### src/rtl/bds_pkg.sv
package bds_pkg;

    // configuration port
    localparam int CFG_DATA_W  = 13;
    localparam int CFG_INDEX_W = 2;

    // register indexes
    localparam logic [CFG_INDEX_W-1:0] CFG_SOURCE_WIDTH  = 2'd0;
    localparam logic [CFG_INDEX_W-1:0] CFG_SOURCE_HEIGHT = 2'd1;

    // frame size after reset, before clamping to the build maximum
    localparam int DIM_RESET = 4096;

    typedef struct packed {
        logic [7:0] alpha;
        logic [7:0] red;
        logic [7:0] green;
        logic [7:0] blue;
    } pixel_t;

    // position of the item now at the input
    typedef struct packed {
        logic pair_done;   // odd column, completes a horizontal pair
        logic row_odd;     // second row of a 2x2 block
        logic frame_last;  // gives the last output of the frame
    } pos_t;

    // per-channel truncating average
    function automatic pixel_t avg_pixel(input pixel_t a, input pixel_t b);
        logic [8:0] sum_b;
        logic [8:0] sum_g;
        logic [8:0] sum_r;
        logic [8:0] sum_a;
        pixel_t     res;
        sum_b = {1'b0, a.blue}  + {1'b0, b.blue};
        sum_g = {1'b0, a.green} + {1'b0, b.green};
        sum_r = {1'b0, a.red}   + {1'b0, b.red};
        sum_a = {1'b0, a.alpha} + {1'b0, b.alpha};
        res.blue  = sum_b[8:1];
        res.green = sum_g[8:1];
        res.red   = sum_r[8:1];
        res.alpha = sum_a[8:1];
        return res;
    endfunction

endpackage

### src/rtl/bds_cfg.sv
module bds_cfg #(
    parameter int MAX_WIDTH  = 4096,
    parameter int MAX_HEIGHT = 4096
) (
    input  logic                                aclk,
    input  logic                                aresetn,
    input  logic                                cfg_write_en,
    input  logic [bds_pkg::CFG_INDEX_W-1:0]     cfg_index,
    input  logic [bds_pkg::CFG_DATA_W-1:0]      cfg_data,
    output logic [$clog2(MAX_WIDTH):0]          width_reg,
    output logic [$clog2(MAX_HEIGHT):0]         height_reg,
    output logic                                restart
);

    localparam int WW    = $clog2(MAX_WIDTH) + 1;
    localparam int HW    = $clog2(MAX_HEIGHT) + 1;
    localparam int CMP_W = (bds_pkg::CFG_DATA_W > WW) ? bds_pkg::CFG_DATA_W : WW;
    localparam int CMP_H = (bds_pkg::CFG_DATA_W > HW) ? bds_pkg::CFG_DATA_W : HW;
    localparam int RESET_W = (bds_pkg::DIM_RESET > MAX_WIDTH)  ? MAX_WIDTH
                                                               : bds_pkg::DIM_RESET;
    localparam int RESET_H = (bds_pkg::DIM_RESET > MAX_HEIGHT) ? MAX_HEIGHT
                                                               : bds_pkg::DIM_RESET;

    logic [CMP_W-1:0] data_w;
    logic [CMP_H-1:0] data_h;
    logic [WW-1:0]    width_clamped;
    logic [HW-1:0]    height_clamped;
    logic             wr_width;
    logic             wr_height;
    logic [WW-1:0]    width_next;
    logic [HW-1:0]    height_next;

    // decode the write
    assign wr_width  = cfg_write_en && (cfg_index == bds_pkg::CFG_SOURCE_WIDTH);
    assign wr_height = cfg_write_en && (cfg_index == bds_pkg::CFG_SOURCE_HEIGHT);
    assign restart   = wr_width || wr_height;

    // zero acts as one, large values saturate at the build maximum
    always_comb begin
        data_w = CMP_W'(cfg_data);
        if (data_w == '0) begin
            width_clamped = WW'(1);
        end else if (data_w > CMP_W'(MAX_WIDTH)) begin
            width_clamped = WW'(MAX_WIDTH);
        end else begin
            width_clamped = data_w[WW-1:0];
        end
    end

    always_comb begin
        data_h = CMP_H'(cfg_data);
        if (data_h == '0) begin
            height_clamped = HW'(1);
        end else if (data_h > CMP_H'(MAX_HEIGHT)) begin
            height_clamped = HW'(MAX_HEIGHT);
        end else begin
            height_clamped = data_h[HW-1:0];
        end
    end

    assign width_next  = wr_width  ? width_clamped  : width_reg;
    assign height_next = wr_height ? height_clamped : height_reg;

    // size registers
    always_ff @(posedge aclk) begin
        if (!aresetn) begin
            width_reg  <= WW'(RESET_W);
            height_reg <= HW'(RESET_H);
        end else begin
            width_reg  <= width_next;
            height_reg <= height_next;
        end
    end

endmodule

### config.mk
export PLATFORM = sky130hd
export DESIGN_NAME = bds_cfg
export DESIGN_NICKNAME = d
export VERILOG_FILES = /design/src/rtl/bds_pkg.sv /design/src/rtl/bds_cfg.sv
export SDC_FILE = /design/constraint.sdc
export NUM_CORES = 1
export LEC_CHECK = 0
export CAP_MARGIN = 25
export CORE_AREA = 5 5 62 64
export CTS_CLUSTER_SIZE = 25
export DETAILED_ROUTE_END_ITERATION = 7
export DIE_AREA = 0 0 67 69
export DONT_BUFFER_PORTS = 1
export HOLD_SLACK_MARGIN = 0.02
export SETUP_SLACK_MARGIN = 0.15
export SLEW_MARGIN = 30
export SYNTH_ARGS = -nofsm -noshare
export SYNTH_HDL_FRONTEND = slang
export SYNTH_SLANG_ARGS = --single-unit
### constraint.sdc
create_clock -name aclk -period 3.1 [get_ports aclk]
set_input_delay 0.93 -clock aclk [delete_from_list [all_inputs] [get_ports aclk]]
set_output_delay 0.93 -clock aclk [all_outputs]
set_load 0.005 [all_outputs]
==> flow_summary.yaml <==
clocking:
  cts.sinks: 26
  clk_path_buf_depth: 2
  numCtsBuffers: 3
  clk_latency_ns: 0.31
  cts.clk_slew.worst_paths_ns: 0.12
  cts_setup_buffers: 0
  cts_tree: "done"
  cts_max_level: 1
  cts_resized: 0
  cts_hold_buf: 0
  cts_root_buf: "clkbuf_4"
grt:
  grt.overflow.total: 0
  grt_pass1_vias: 883
  grt_pass1_wl_um: 4040
  antenna_found_initial: 0
  grt_max_degree: 25
  grtUsageTotal_pct: 11.4
synthesis:
  synthTopCellsByArea: "dfxtp_1 (48%), nand2_1 (15%), a21boi_0 (15%), nor2b_1 (6.9%), buf_2 (1.4%)"
  ys_types: 21
  synthTopCellsByCount: "nand2_1 (44), dfxtp_1 (26), a21boi_0 (21), nor2b_1 (12), nor2_1 (4)"
  yosys_warnings: 0
  netlist_area_um2: 1080
  syn_area_per_cell_um2: 8.34
  synthesis.nets: 148
  synthCells: 130
  synthFlopType: "dfxtp_1"
  synthArstFlopShare_pct: 0
  yosys.area.top_type: "dfxtp_1"
  synth_most_common_cell: "nand2_1"
  ys_ff_latch: 26
  netlist.area_leader.share_pct: 48.0
  synth_edf_count: 0
  yosysSeqAreaShare_pct: 48.0
floorplanning:
  die_area_um2: 4620
  rows: 21
  initial_utilization_pct: 33.6
  core_area_um2: 3230
  die_y_um: 69
  dieWidth_um: 67
  ios: 45
route:
  drt_iter0_markers: 25
  wl_per_cell_um: 14.6
  routed.top_layer: "met4"
  dr.pass1.iters: 4
  num_vias: 831
  met3_length_um: 382
  wl_met1_um: 1020
  drc: 0
  vias_per_cell: 4.83
  wl_met2_um: 1100
  wirelength_um: 2520
  drt.antenna.violating_nets: 0
placement:
  hpwl_um: 2090
  portBuffers: 0
  dpl_cell_area_um2: 1100
  routabilityCongestion: 0.784
worst_setup_path:
  worstPathRequired_ns: 2.17
  critPathLaunchType: "input pin"
  crit_family: "simple AND/OR/NAND/NOR gates"
  cpMaxStageDelayCell: "nor2b_1"
  critical_path_buf_inv_count: 0
  cp_max_fo: 5
  path_cells: "nor2b_1"
  criticalPathCategory: "input pin to output pin"
  crit_path_end_kind: "output pin"
  slowest_delay_ns: 0.14
  critical_path_arrival_ns: 1.07
final_layout:
  utilization_pct: 34.9
  layout-drive-gt1-share_pct: 3.97
  nets: 146
  area_growth_syn_to_layout_pct: 3.92
  fin_area_um2: 1130
  n_antenna_cell: 0
worst_hold_path:
  min_path_type: "register to register"
timing:
  hold_viol: 0
  drv_slew: 0
  finClkSkew_ns: 0
  rsz0062_at_grt: "false"
  setup_viol: 0
  maxClockFrequency_ghz: 0.499
  timing.final.crit_period_ns: 2.00
  timing.hold.ws_ns: 0.491
  maxSlewHeadroom_pct: 59.7
  tightest_slew_ns: 0.602
  fin_setup_tns_ns: 0
  min_period_over_period_pct: 64.7
run:
  maxCapViolations: 0
power:
  power_density_nw_per_um2: 458
  p_leak_uw: 0.000357
  vdd_ir_drop_max_mv: 0.228
outcome:
  status: "completed"
[layout make-up]
| class | count | area, um2 |
|---|---|---|
| Clock buffer | 3 | 22.5 |
| Fill cell | 358 | 2100 |
| Inverter | 1 | 3.75 |
| Multi-Input combinational cell | 96 | 523 |
| Sequential cell | 26 | 520 |
| Tap cell | 46 | 57.6 |
[stage by stage]
stage / cells / setup slack (ns) / power, uW
floorplan: 130 / 1.11 / 388
global placement: 169 / 1.08 / 389
finish: 172 / 1.10 / 516
global route: 172 / 1.07 / 544
detailed placement: 169 / 1.09 / 390
CTS: 172 / 1.09 / 525
[power by group]
group / switching, uW / leakage, uW / internal (uW)
logic: 16.6 / 0.000133 / 15.8
registers: 6.40 / 0.000211 / 342
clock network: 89.6 / 0.0000138 / 45.4
[kinds of logic (layout without fill, tap and decap cells)]
logic type             count (synthesis)  in the layout  share of synthesized area [%]
buffers and inverters                  8              4                           3.81
AOI/OAI and AO/OA                     28             28                           18.9
and+or+nand+nor                       68             68                           29.3
DFF                                   26             26                           48.0
[cells in the final DEF, fill, tap and decap left out]
cell      count
nor2b_1      12
nor2_1        4
dfxtp_1      26
o21ai_1       1
nand2_1      44
a21boi_1      1
nand3_1       1
nor3b_2       1
a21boi_0     21
or3b_4        1
inv_1         1
nor4_1        2
nor3_1        1
nand3b_1      1
o21ai_0       1
and3b_1       1
clkbuf_4      3
a21o_1        2
a211oi_1      2
[final timing paths]
check	cells past startpoint	slack, ns	end	start
setup / recovery	1	1.10	restart	cfg_write_en
hold reg to reg	2	0.49	height_reg[11]$_SDFFE_PN0P_	height_reg[11]$_SDFFE_PN0P_
hold / removal	2	0.49	height_reg[11]$_SDFFE_PN0P_	height_reg[11]$_SDFFE_PN0P_
setup reg to reg	2	2.39	width_reg[0]$_SDFFE_PN0P_	width_reg[0]$_SDFFE_PN0P_
[metal layers]
metal / global-route usage, % / vias up
li1: - / 416
met1: 11.8 / 375
met2: 18.3 / 38
met3: 9.09 / 2
met4: 1.35 / 0
met5: 0 / -
Power figures use the tool's default switching activity.
