### src/rtl/bds_pkg.sv
package bds_pkg;

    // configuration port
    localparam int CFG_DATA_W  = 13;
    localparam int CFG_INDEX_W = 2;

    // register indexes
    localparam logic [CFG_INDEX_W-1:0] CFG_SOURCE_WIDTH  = 2'd0;
    localparam logic [CFG_INDEX_W-1:0] CFG_SOURCE_HEIGHT = 2'd1;

    // frame size after reset, before clamping to the build maximum
    localparam int DIM_RESET = 4096;

    typedef struct packed {
        logic [7:0] alpha;
        logic [7:0] red;
        logic [7:0] green;
        logic [7:0] blue;
    } pixel_t;

    // position of the item now at the input
    typedef struct packed {
        logic pair_done;   // odd column, completes a horizontal pair
        logic row_odd;     // second row of a 2x2 block
        logic frame_last;  // gives the last output of the frame
    } pos_t;

    // per-channel truncating average
    function automatic pixel_t avg_pixel(input pixel_t a, input pixel_t b);
        logic [8:0] sum_b;
        logic [8:0] sum_g;
        logic [8:0] sum_r;
        logic [8:0] sum_a;
        pixel_t     res;
        sum_b = {1'b0, a.blue}  + {1'b0, b.blue};
        sum_g = {1'b0, a.green} + {1'b0, b.green};
        sum_r = {1'b0, a.red}   + {1'b0, b.red};
        sum_a = {1'b0, a.alpha} + {1'b0, b.alpha};
        res.blue  = sum_b[8:1];
        res.green = sum_g[8:1];
        res.red   = sum_r[8:1];
        res.alpha = sum_a[8:1];
        return res;
    endfunction

endpackage

### src/rtl/bds_scan.sv
module bds_scan #(
    parameter int MAX_WIDTH  = 4096,
    parameter int MAX_HEIGHT = 4096
) (
    input  logic                                        aclk,
    input  logic                                        aresetn,
    input  logic                                        restart,
    input  logic                                        step,
    input  logic [$clog2(MAX_WIDTH):0]                  width,
    input  logic [$clog2(MAX_HEIGHT):0]                 height,
    output bds_pkg::pos_t                               pos,
    output logic [$clog2((MAX_WIDTH + 1) / 2) + ((MAX_WIDTH + 1) / 2 == 1 ? 1 : 0) - 1:0]
                                                        store_index
);

    localparam int COL_W = $clog2(MAX_WIDTH);
    localparam int ROW_W = $clog2(MAX_HEIGHT);
    localparam int DEPTH = (MAX_WIDTH + 1) / 2;
    localparam int IDX_W = $clog2(DEPTH) + ((DEPTH == 1) ? 1 : 0);

    logic [COL_W-1:0] column_count_reg;
    logic [COL_W-1:0] column_count_next;
    logic [ROW_W-1:0] row_count_reg;
    logic [ROW_W-1:0] row_count_next;
    logic [COL_W:0]   col_ext;
    logic [COL_W:0]   col_plus;
    logic [ROW_W:0]   row_plus;
    logic [COL_W:0]   width_even;
    logic [ROW_W:0]   height_even;

    assign col_ext     = {1'b0, column_count_reg};
    assign col_plus    = col_ext + (COL_W + 1)'(1);
    assign row_plus    = {1'b0, row_count_reg} + (ROW_W + 1)'(1);
    assign width_even  = {width[COL_W:1], 1'b0};
    assign height_even = {height[ROW_W:1], 1'b0};

    // position flags of the current item
    assign pos.pair_done  = column_count_reg[0];
    assign pos.row_odd    = row_count_reg[0];
    assign pos.frame_last = (col_plus == width_even) && (row_plus == height_even);
    assign store_index    = col_ext[IDX_W:1];

    // raster counters
    always_comb begin
        column_count_next = column_count_reg;
        row_count_next    = row_count_reg;
        priority if (restart) begin
            column_count_next = '0;
            row_count_next    = '0;
        end else if (step) begin
            if (col_plus >= width) begin
                column_count_next = '0;
                row_count_next    = (row_plus >= height) ? '0 : row_plus[ROW_W-1:0];
            end else begin
                column_count_next = col_plus[COL_W-1:0];
            end
        end
    end

    always_ff @(posedge aclk) begin
        if (!aresetn) begin
            column_count_reg <= '0;
            row_count_reg    <= '0;
        end else begin
            column_count_reg <= column_count_next;
            row_count_reg    <= row_count_next;
        end
    end

endmodule

### config.mk
export PLATFORM = sky130hd
export DESIGN_NAME = bds_scan
export DESIGN_NICKNAME = d
export VERILOG_FILES = /design/src/rtl/bds_pkg.sv /design/src/rtl/bds_scan.sv
export SDC_FILE = /design/constraint.sdc
export NUM_CORES = 1
export LEC_CHECK = 0
export BUFFER_PORTS_ARGS = -buffer_cell sky130_fd_sc_hd__buf_4
export CORE_MARGIN = 10
export CORE_UTILIZATION = 57
export CTS_BUF_LIST = sky130_fd_sc_hd__clkbuf_8
export DETAILED_ROUTE_END_ITERATION = 12
export PLACE_DENSITY = 0.82
export SLEW_MARGIN = 20
export SYNTH_ARGS = -nofsm -noshare
export SYNTH_HDL_FRONTEND = slang
export SYNTH_SLANG_ARGS = --single-unit
### constraint.sdc
create_clock -name aclk -period 4.5 [get_ports aclk]
set_input_delay 0.9 -clock aclk [delete_from_list [all_inputs] [get_ports aclk]]
set_output_delay 0.9 -clock aclk [all_outputs]
set_load 0.02 [all_outputs]
==> results of run 1 <==
cell type report:
| cell class | count | area share (%) |
|---|---|---|
| Tap cell | 48 | 2.37 |
| Multi-Input combinational cell | 210 | 59.9 |
| Inverter | 26 | 3.85 |
| Timing Repair Buffer | 45 | 13.3 |
| Sequential cell | 24 | 18.9 |
| Clock buffer | 3 | 1.63 |
placed cells by master, fill, tap and decap left out, types with 3 or more instances in the layout:
master and instances:
a211o_1 4, a21o_1 3, a21oi_1 13, a31oi_1 3, a32o_1 4, and3_1 5, buf_4 45, clkbuf_8 3
dfxtp_1 24, ha_1 30, inv_1 26, nand2_1 15, nand2b_1 3, nand3_1 13, nand4_1 19, nor2_1 26
nor3_1 10, o21ai_0 11, xnor2_1 14, xor2_1 17
per-stage QoR:
step	hold slack, ns	cell area [um^2]
after floorplan	0.470	2170
after global placement	0.493	2490
after detailed placement	0.508	2490
after CTS	0.523	2540
after global routing	0.544	2540
final	0.524	2540
tightest hold or removal path: stages, from the launching register on:
cell	delay (ns)
dfxtp_1	0.34
o21ai_0	0.08
a21oi_1	0.06
how the worst min path moves through the flow:
stage,end,slack (ns),depth (start not counted)
after floorplan,row_count_reg[8],0.47,2
after global placement,row_count_reg[1],0.49,2
after global routing,row_count_reg[8],0.54,2
after detailed placement,row_count_reg[1],0.51,2
final,row_count_reg[8],0.52,2
after CTS,row_count_reg[8],0.52,2
power by group:
group          total [mW]  internal (mW)  leakage, nW  switching (mW)
Clock               0.127         0.0599       0.0216          0.0673
Combinational      0.0556         0.0285        0.996          0.0271
Sequential          0.214          0.213        0.193         0.00150
layer usage:
| layer | track usage (%) | routed length, um | vias up |
|---|---|---|---|
| met3 | 3.49 | 363 | 4 |
| met2 | 24.3 | 2230 | 72 |
| met4 | 4.08 | 35 | 0 |
| met1 | 20.2 | 2490 | 899 |
| li1 | - | - | 1035 |
| met5 | 0 | 0 | - |
kinds of logic (layout without fill, tap and decap cells):
kind of cell	after synthesis	after routing	synth area share [%]
adder cells (fa/ha/maj)	30	30	17.3
flip-flops	24	24	22.1
multiplexers	1	1	0.461
XOR/XNOR	31	31	12.5
buffers and inverters	39	74	7.95
AND/OR/NAND/NOR	103	103	24.7
AO/OA/AOI/OAI	45	45	15.0
==> flow_results.xml, run 1 <==
<?xml version="1.0" encoding="UTF-8"?>
<metrics>
  <group name="clocking">
    <metric name="clockRootBuffer" unit="">clkbuf_8</metric>
    <metric name="clock_sinks" unit="">24</metric>
    <metric name="path_clk_slew" unit="ns">0.08</metric>
    <metric name="clk_latency" unit="ns">0.27</metric>
    <metric name="post-cts-setup-buffers" unit="">0</metric>
    <metric name="cts_inserted_buffers" unit="">3</metric>
    <metric name="cts_buffer_depth" unit="">2</metric>
    <metric name="clock_tree_from_tritoncts" unit="">built</metric>
    <metric name="cts_hold_buf" unit="">0</metric>
    <metric name="ctsResizeCount" unit="">0</metric>
    <metric name="htree_num_levels" unit="">1</metric>
  </group>
  <group name="die">
    <metric name="die_y" unit="um">81.7</metric>
    <metric name="number_of_top_level_pins" unit="">44</metric>
    <metric name="placeableCoreArea" unit="um^2">3660</metric>
    <metric name="initial_utilization" unit="%">59.3</metric>
    <metric name="die-width" unit="um">81.7</metric>
    <metric name="core.rowCount" unit="">22</metric>
    <metric name="die_area" unit="um^2">6680</metric>
  </group>
  <group name="sta">
    <metric name="tightestPinTransition" unit="ns">0.505</metric>
    <metric name="setup_total_negative_slack" unit="ns">0</metric>
    <metric name="final.setup_skew" unit="ns">0.00270</metric>
    <metric name="final_hold_viol_count" unit="">0</metric>
    <metric name="drv_slew" unit="">0</metric>
    <metric name="setup_viol_count_final" unit="">0</metric>
    <metric name="achievable-frequency" unit="MHz">256</metric>
    <metric name="max-slew-margin-rel" unit="%">66.3</metric>
    <metric name="min_period" unit="ns">3.90</metric>
    <metric name="worst_setup_slack_after_layout" unit="ns">0.598</metric>
    <metric name="rsz_0062_raised_after_global_routing" unit="">false</metric>
    <metric name="final.period_utilization" unit="%">86.7</metric>
  </group>
  <group name="logic_synthesis">
    <metric name="synth-seq-area-share" unit="%">22.1</metric>
    <metric name="synth_seq_cells" unit="">24</metric>
    <metric name="synth_cell_type_count" unit="">42</metric>
    <metric name="synth_cells" unit="">273</metric>
    <metric name="synth_top_cells_by_area" unit="">dfxtp_1 22%, ha_1 17%, xor2_1 6.9%, xnor2_1 5.6%, nand4_1 5.5%</metric>
    <metric name="netlist_top_cells_count" unit="">30 x ha_1, 26 x inv_1, 26 x nor2_1</metric>
    <metric name="postSynth.asyncResetShare" unit="%">0</metric>
    <metric name="synth_enable_flop_cells" unit="">0</metric>
    <metric name="ys.flop_type" unit="">dfxtp_1</metric>
    <metric name="synthMostInstantiatedCell" unit="">ha_1</metric>
    <metric name="ys_warn_count" unit="">0</metric>
    <metric name="synth_top_cell_area_share" unit="%">22.1</metric>
    <metric name="synth.net_count" unit="">333</metric>
    <metric name="synth.cell_area" unit="um^2">2170</metric>
    <metric name="synth_top_area_cell" unit="">dfxtp_1</metric>
    <metric name="avg_cell_area_syn" unit="um^2">7.96</metric>
  </group>
  <group name="cells_and_area">
    <metric name="num-fill-cells" unit="">318</metric>
    <metric name="multi_input_comb_area" unit="um^2">1520</metric>
    <metric name="utilization" unit="%">69.3</metric>
    <metric name="synthToLayoutAreaGrowth" unit="%">16.8</metric>
    <metric name="antennaDiodeCount" unit="">0</metric>
    <metric name="drive_above_1_share" unit="%">18.2</metric>
    <metric name="final_cells" unit="">356</metric>
    <metric name="area.sequential" unit="um^2">480</metric>
    <metric name="nets" unit="">370</metric>
  </group>
  <group name="worst_setup_path">
    <metric name="crit_path_top_delay_cell" unit="">dfxtp_1</metric>
    <metric name="critPathKind" unit="">register to primary output</metric>
    <metric name="critical_path.endpoint" unit="">pos[0]</metric>
    <metric name="timing.critical_path.buf_inv" unit="">1</metric>
    <metric name="reg2reg_depth" unit="">12</metric>
    <metric name="crit_path_launch_type" unit="">register</metric>
    <metric name="critical_path.max_stage_delay" unit="ns">0.47</metric>
    <metric name="worstPathRequired" unit="ns">3.60</metric>
    <metric name="critical_path.startpoint" unit="">column_count_reg[4]</metric>
    <metric name="setup.reg_to_reg.worst_slack" unit="ns">1.02</metric>
    <metric name="endpoint_kind" unit="">primary output</metric>
    <metric name="crit-reg2reg-launch" unit="">row_count_reg[0]</metric>
    <metric name="chain_of_cells_forming_the_critical_path" unit="">nand4_1 &gt; nor2_1 &gt; and3_1 &gt; nand3_1 &gt; xnor2_1 &gt; ha_1 &gt; nand4_1 &gt; nor3_1 &gt; and3_1 &gt; buf_4</metric>
    <metric name="crit_cells" unit="">10</metric>
    <metric name="worst_r2r_endpoint" unit="">row_count_reg[4]</metric>
    <metric name="worst_path_arrival" unit="ns">3.00</metric>
    <metric name="worstPathMaxFanout" unit="">7</metric>
    <metric name="top_cell_family_by_delay_on_the_critical_path" unit="">simple AND/OR/NAND/NOR gates</metric>
  </group>
  <group name="drt">
    <metric name="wirelength" unit="mm">5.12</metric>
    <metric name="avgRoutedWirePerCell" unit="um">14.4</metric>
    <metric name="post-route-drc-count" unit="">0</metric>
    <metric name="detail_route.first_pass.iterations" unit="">4</metric>
    <metric name="vias_per_cell" unit="">5.65</metric>
    <metric name="detail_route_antenna_nets" unit="">0</metric>
    <metric name="dr_total_vias" unit="">2010</metric>
    <metric name="dr.first_iter.drc_count" unit="">127</metric>
  </group>
  <group name="place">
    <metric name="pre_cts_ws" unit="ns">0.933</metric>
    <metric name="half_perimeter_wire_length_after_placement" unit="mm">3.96</metric>
    <metric name="port-buffer-count" unit="">43</metric>
    <metric name="dp_cells" unit="">353</metric>
    <metric name="gp_congestion" unit="">0.855</metric>
  </group>
  <group name="power">
    <metric name="worst_ir_drop_vdd" unit="uV">126</metric>
    <metric name="p_leak" unit="nW">1.21</metric>
    <metric name="fin_total_pwr" unit="mW">0.397</metric>
    <metric name="p_per_area" unit="nW/um^2">157</metric>
  </group>
  <group name="global_routing">
    <metric name="grt_max_degree" unit="">21</metric>
    <metric name="gr-usage-all-layers" unit="%">15.3</metric>
    <metric name="grt_first_pass_wirelength" unit="mm">8.41</metric>
    <metric name="grt_remaining_overflow" unit="">0</metric>
    <metric name="antenna_found_initial" unit="">0</metric>
    <metric name="grt_pass1_vias" unit="">1885</metric>
  </group>
  <group name="status">
    <metric name="status" unit="">finished clean</metric>
  </group>
  <group name="min_path">
    <metric name="min_path_type" unit="">register to register</metric>
    <metric name="hp-start" unit="">row_count_reg[8]</metric>
  </group>
  <group name="run">
    <metric name="drv_cap" unit="">0</metric>
  </group>
</metrics>
No activity file was read; power rests on OpenSTA's default activity.
==> inputs of run 2 (changes only) <==
--- a/config.mk
+++ b/config.mk
@@ -5,7 +5,7 @@
 export SDC_FILE = /design/constraint.sdc
 export NUM_CORES = 1
 export LEC_CHECK = 0
-export BUFFER_PORTS_ARGS = -buffer_cell sky130_fd_sc_hd__buf_4
+export BUFFER_PORTS_ARGS = -buffer_cell sky130_fd_sc_hd__buf_2
 export CORE_MARGIN = 10
 export CORE_UTILIZATION = 57
 export CTS_BUF_LIST = sky130_fd_sc_hd__clkbuf_8
==> run 2 against run 1 <==
  * Routed wire length up 3.4%
  * Non-clock buffer count is the same
  * Register-to-register slack got worse by 0.03 ns
  * Die area stayed put
  * Critical path type unchanged
  * Critical endpoint unchanged
  * Largest cell class unchanged
  * Highest routed layer unchanged
==> flow_results.xml, run 2 (synthesis results as in run 1) <==
<?xml version="1.0" encoding="UTF-8"?>
<metrics>
  <group name="status">
    <metric name="status" unit="">finished clean</metric>
  </group>
  <group name="sta">
    <metric name="setup_viol_count_final" unit="">0</metric>
    <metric name="final.period_utilization" unit="%">87.9</metric>
    <metric name="hold_ws" unit="ns">0.523</metric>
    <metric name="max-slew-margin-rel" unit="%">65.8</metric>
    <metric name="achievable-frequency" unit="MHz">253</metric>
    <metric name="setup_total_negative_slack" unit="ns">0</metric>
    <metric name="final.setup_skew" unit="ns">0.00566</metric>
    <metric name="worst_setup_slack_after_layout" unit="ns">0.544</metric>
    <metric name="tightestPinTransition" unit="ns">0.513</metric>
    <metric name="drv_slew" unit="">0</metric>
    <metric name="min_period" unit="ns">3.96</metric>
    <metric name="final_hold_viol_count" unit="">0</metric>
    <metric name="rsz_0062_raised_after_global_routing" unit="">false</metric>
  </group>
  <group name="power">
    <metric name="fin_total_pwr" unit="mW">0.415</metric>
    <metric name="p_leak" unit="nW">1.19</metric>
    <metric name="p_per_area" unit="nW/um^2">170</metric>
    <metric name="worst_ir_drop_vdd" unit="uV">146</metric>
  </group>
  <group name="worst_setup_path">
    <metric name="worst_r2r_endpoint" unit="">row_count_reg[4]</metric>
    <metric name="setup.reg_to_reg.worst_slack" unit="ns">0.99</metric>
    <metric name="endpoint_kind" unit="">primary output</metric>
    <metric name="worstPathRequired" unit="ns">3.60</metric>
    <metric name="worstPathMaxFanout" unit="">9</metric>
    <metric name="crit_path_launch_type" unit="">register</metric>
    <metric name="crit-reg2reg-launch" unit="">row_count_reg[0]</metric>
    <metric name="worst_path_arrival" unit="ns">3.06</metric>
    <metric name="reg2reg_depth" unit="">12</metric>
    <metric name="critPathKind" unit="">register to primary output</metric>
  </group>
  <group name="global_routing">
    <metric name="antenna_found_initial" unit="">0</metric>
    <metric name="grt_first_pass_wirelength" unit="mm">9.05</metric>
    <metric name="grt_remaining_overflow" unit="">0</metric>
    <metric name="gr-usage-all-layers" unit="%">16.5</metric>
    <metric name="grt_max_degree" unit="">21</metric>
    <metric name="grt_pass1_vias" unit="">2037</metric>
  </group>
  <group name="cells_and_area">
    <metric name="num-fill-cells" unit="">323</metric>
    <metric name="final_standard_cell_area_without_fillers" unit="um^2">2440</metric>
    <metric name="nets" unit="">370</metric>
    <metric name="most_common_cell_after_layout_fill_and_taps_aside" unit="">buf_2</metric>
    <metric name="antennaDiodeCount" unit="">0</metric>
    <metric name="synthToLayoutAreaGrowth" unit="%">12.4</metric>
    <metric name="layout.cells.most_common_list" unit="">43 x buf_2, 30 x ha_1, 26 x nor2_1, 26 x inv_1, 24 x dfxtp_1</metric>
    <metric name="drive_above_1_share" unit="%">18.4</metric>
    <metric name="multi_input_comb_area" unit="um^2">1520</metric>
    <metric name="final_cells" unit="">357</metric>
    <metric name="area.sequential" unit="um^2">480</metric>
    <metric name="utilization" unit="%">66.7</metric>
  </group>
  <group name="drt">
    <metric name="detail_route_antenna_nets" unit="">0</metric>
    <metric name="dr.first_iter.drc_count" unit="">146</metric>
    <metric name="vias_per_cell" unit="">5.63</metric>
    <metric name="dr_total_vias" unit="">2010</metric>
    <metric name="detail_route.first_pass.iterations" unit="">4</metric>
    <metric name="avgRoutedWirePerCell" unit="um">14.8</metric>
    <metric name="wirelength" unit="mm">5.30</metric>
    <metric name="post-route-drc-count" unit="">0</metric>
  </group>
  <group name="place">
    <metric name="pre_cts_ws" unit="ns">0.933</metric>
    <metric name="half_perimeter_wire_length_after_placement" unit="mm">4.12</metric>
    <metric name="dp_cells" unit="">353</metric>
    <metric name="placed_cell_area" unit="um^2">2390</metric>
    <metric name="port-buffer-count" unit="">43</metric>
    <metric name="gp_congestion" unit="">0.835</metric>
  </group>
  <group name="clocking">
    <metric name="clock_sinks" unit="">24</metric>
    <metric name="cts_inserted_buffers" unit="">3</metric>
    <metric name="ctsResizeCount" unit="">0</metric>
    <metric name="cts_buffer_depth" unit="">2</metric>
    <metric name="path_clk_slew" unit="ns">0.09</metric>
    <metric name="clock_tree_from_tritoncts" unit="">built</metric>
    <metric name="clk_latency" unit="ns">0.27</metric>
    <metric name="htree_num_levels" unit="">1</metric>
    <metric name="cts_hold_buf" unit="">0</metric>
    <metric name="clockRootBuffer" unit="">clkbuf_8</metric>
    <metric name="post-cts-setup-buffers" unit="">0</metric>
  </group>
  <group name="min_path">
    <metric name="min_path_type" unit="">register to register</metric>
    <metric name="whs_endpoint" unit="">row_count_reg[8]</metric>
    <metric name="worstHoldPathCells" unit="">2</metric>
    <metric name="hp-start" unit="">row_count_reg[8]</metric>
  </group>
  <group name="die">
    <metric name="die-width" unit="um">81.7</metric>
    <metric name="placeableCoreArea" unit="um^2">3660</metric>
    <metric name="die_area" unit="um^2">6680</metric>
    <metric name="initial_utilization" unit="%">59.3</metric>
    <metric name="number_of_top_level_pins" unit="">44</metric>
    <metric name="core.rowCount" unit="">22</metric>
    <metric name="die_y" unit="um">81.7</metric>
  </group>
  <group name="run">
    <metric name="drv_cap" unit="">0</metric>
  </group>
</metrics>
-- run 2: changes by cell type in the layout (fill, tap and decap cells not counted) --
cell / before / now
buf_2: 0 / 43
buf_4: 45 / 2
clkbuf_8: 3 / 4
-- run 2: cell type report --
cell class	instances	share of cell area, %
multi-input cells	210	62.2
flip-flops and latches	24	19.7
repair buffers	45	9.43
inverters	26	4.00
well taps	48	2.46
clock buffers	4	2.25
-- run 2: how the worst max path moves through the flow --
| stage | start | to | slack (ns) | depth (start not counted) |
|---|---|---|---|---|
| floorplan | column_count_reg[4] | pos[0] | 1.04 | 10 |
| global placement | column_count_reg[4] | pos[0] | 1.03 | 10 |
| detailed placement | column_count_reg[4] | pos[0] | 0.93 | 10 |
| CTS | column_count_reg[4] | pos[0] | 0.61 | 10 |
| global route | column_count_reg[0] | pos[0] | 0.30 | 10 |
| finish | column_count_reg[0] | pos[0] | 0.54 | 10 |
-- run 2: critical path, stage by stage, from the launching register on --
cell	delay, ns
dfxtp_1	0.52
nand3_1	0.19
nor2_1	0.20
and3_1	0.27
nand3_1	0.11
xnor2_1	0.15
ha_1	0.29
nand4_1	0.17
nor3_1	0.48
and3_1	0.23
buf_2	0.16
-- run 2: where the power goes --
group          internal, mW  total [mW]  switching [mW]
Clock                0.0783       0.152          0.0739
Combinational        0.0213      0.0488          0.0275
Sequential            0.213       0.214         0.00154
-- run 2: layer usage --
layer | vias up | wire [um] | GRT usage, % | part of all wire [%]
met5 | - | 0 | 0 | 0
met4 | 0 | 45 | 4.76 | 0.85
met2 | 57 | 2360 | 26.1 | 45
met1 | 914 | 2510 | 22.3 | 47
met3 | 5 | 380 | 2.95 | 7.2
li1 | 1034 | - | - | -
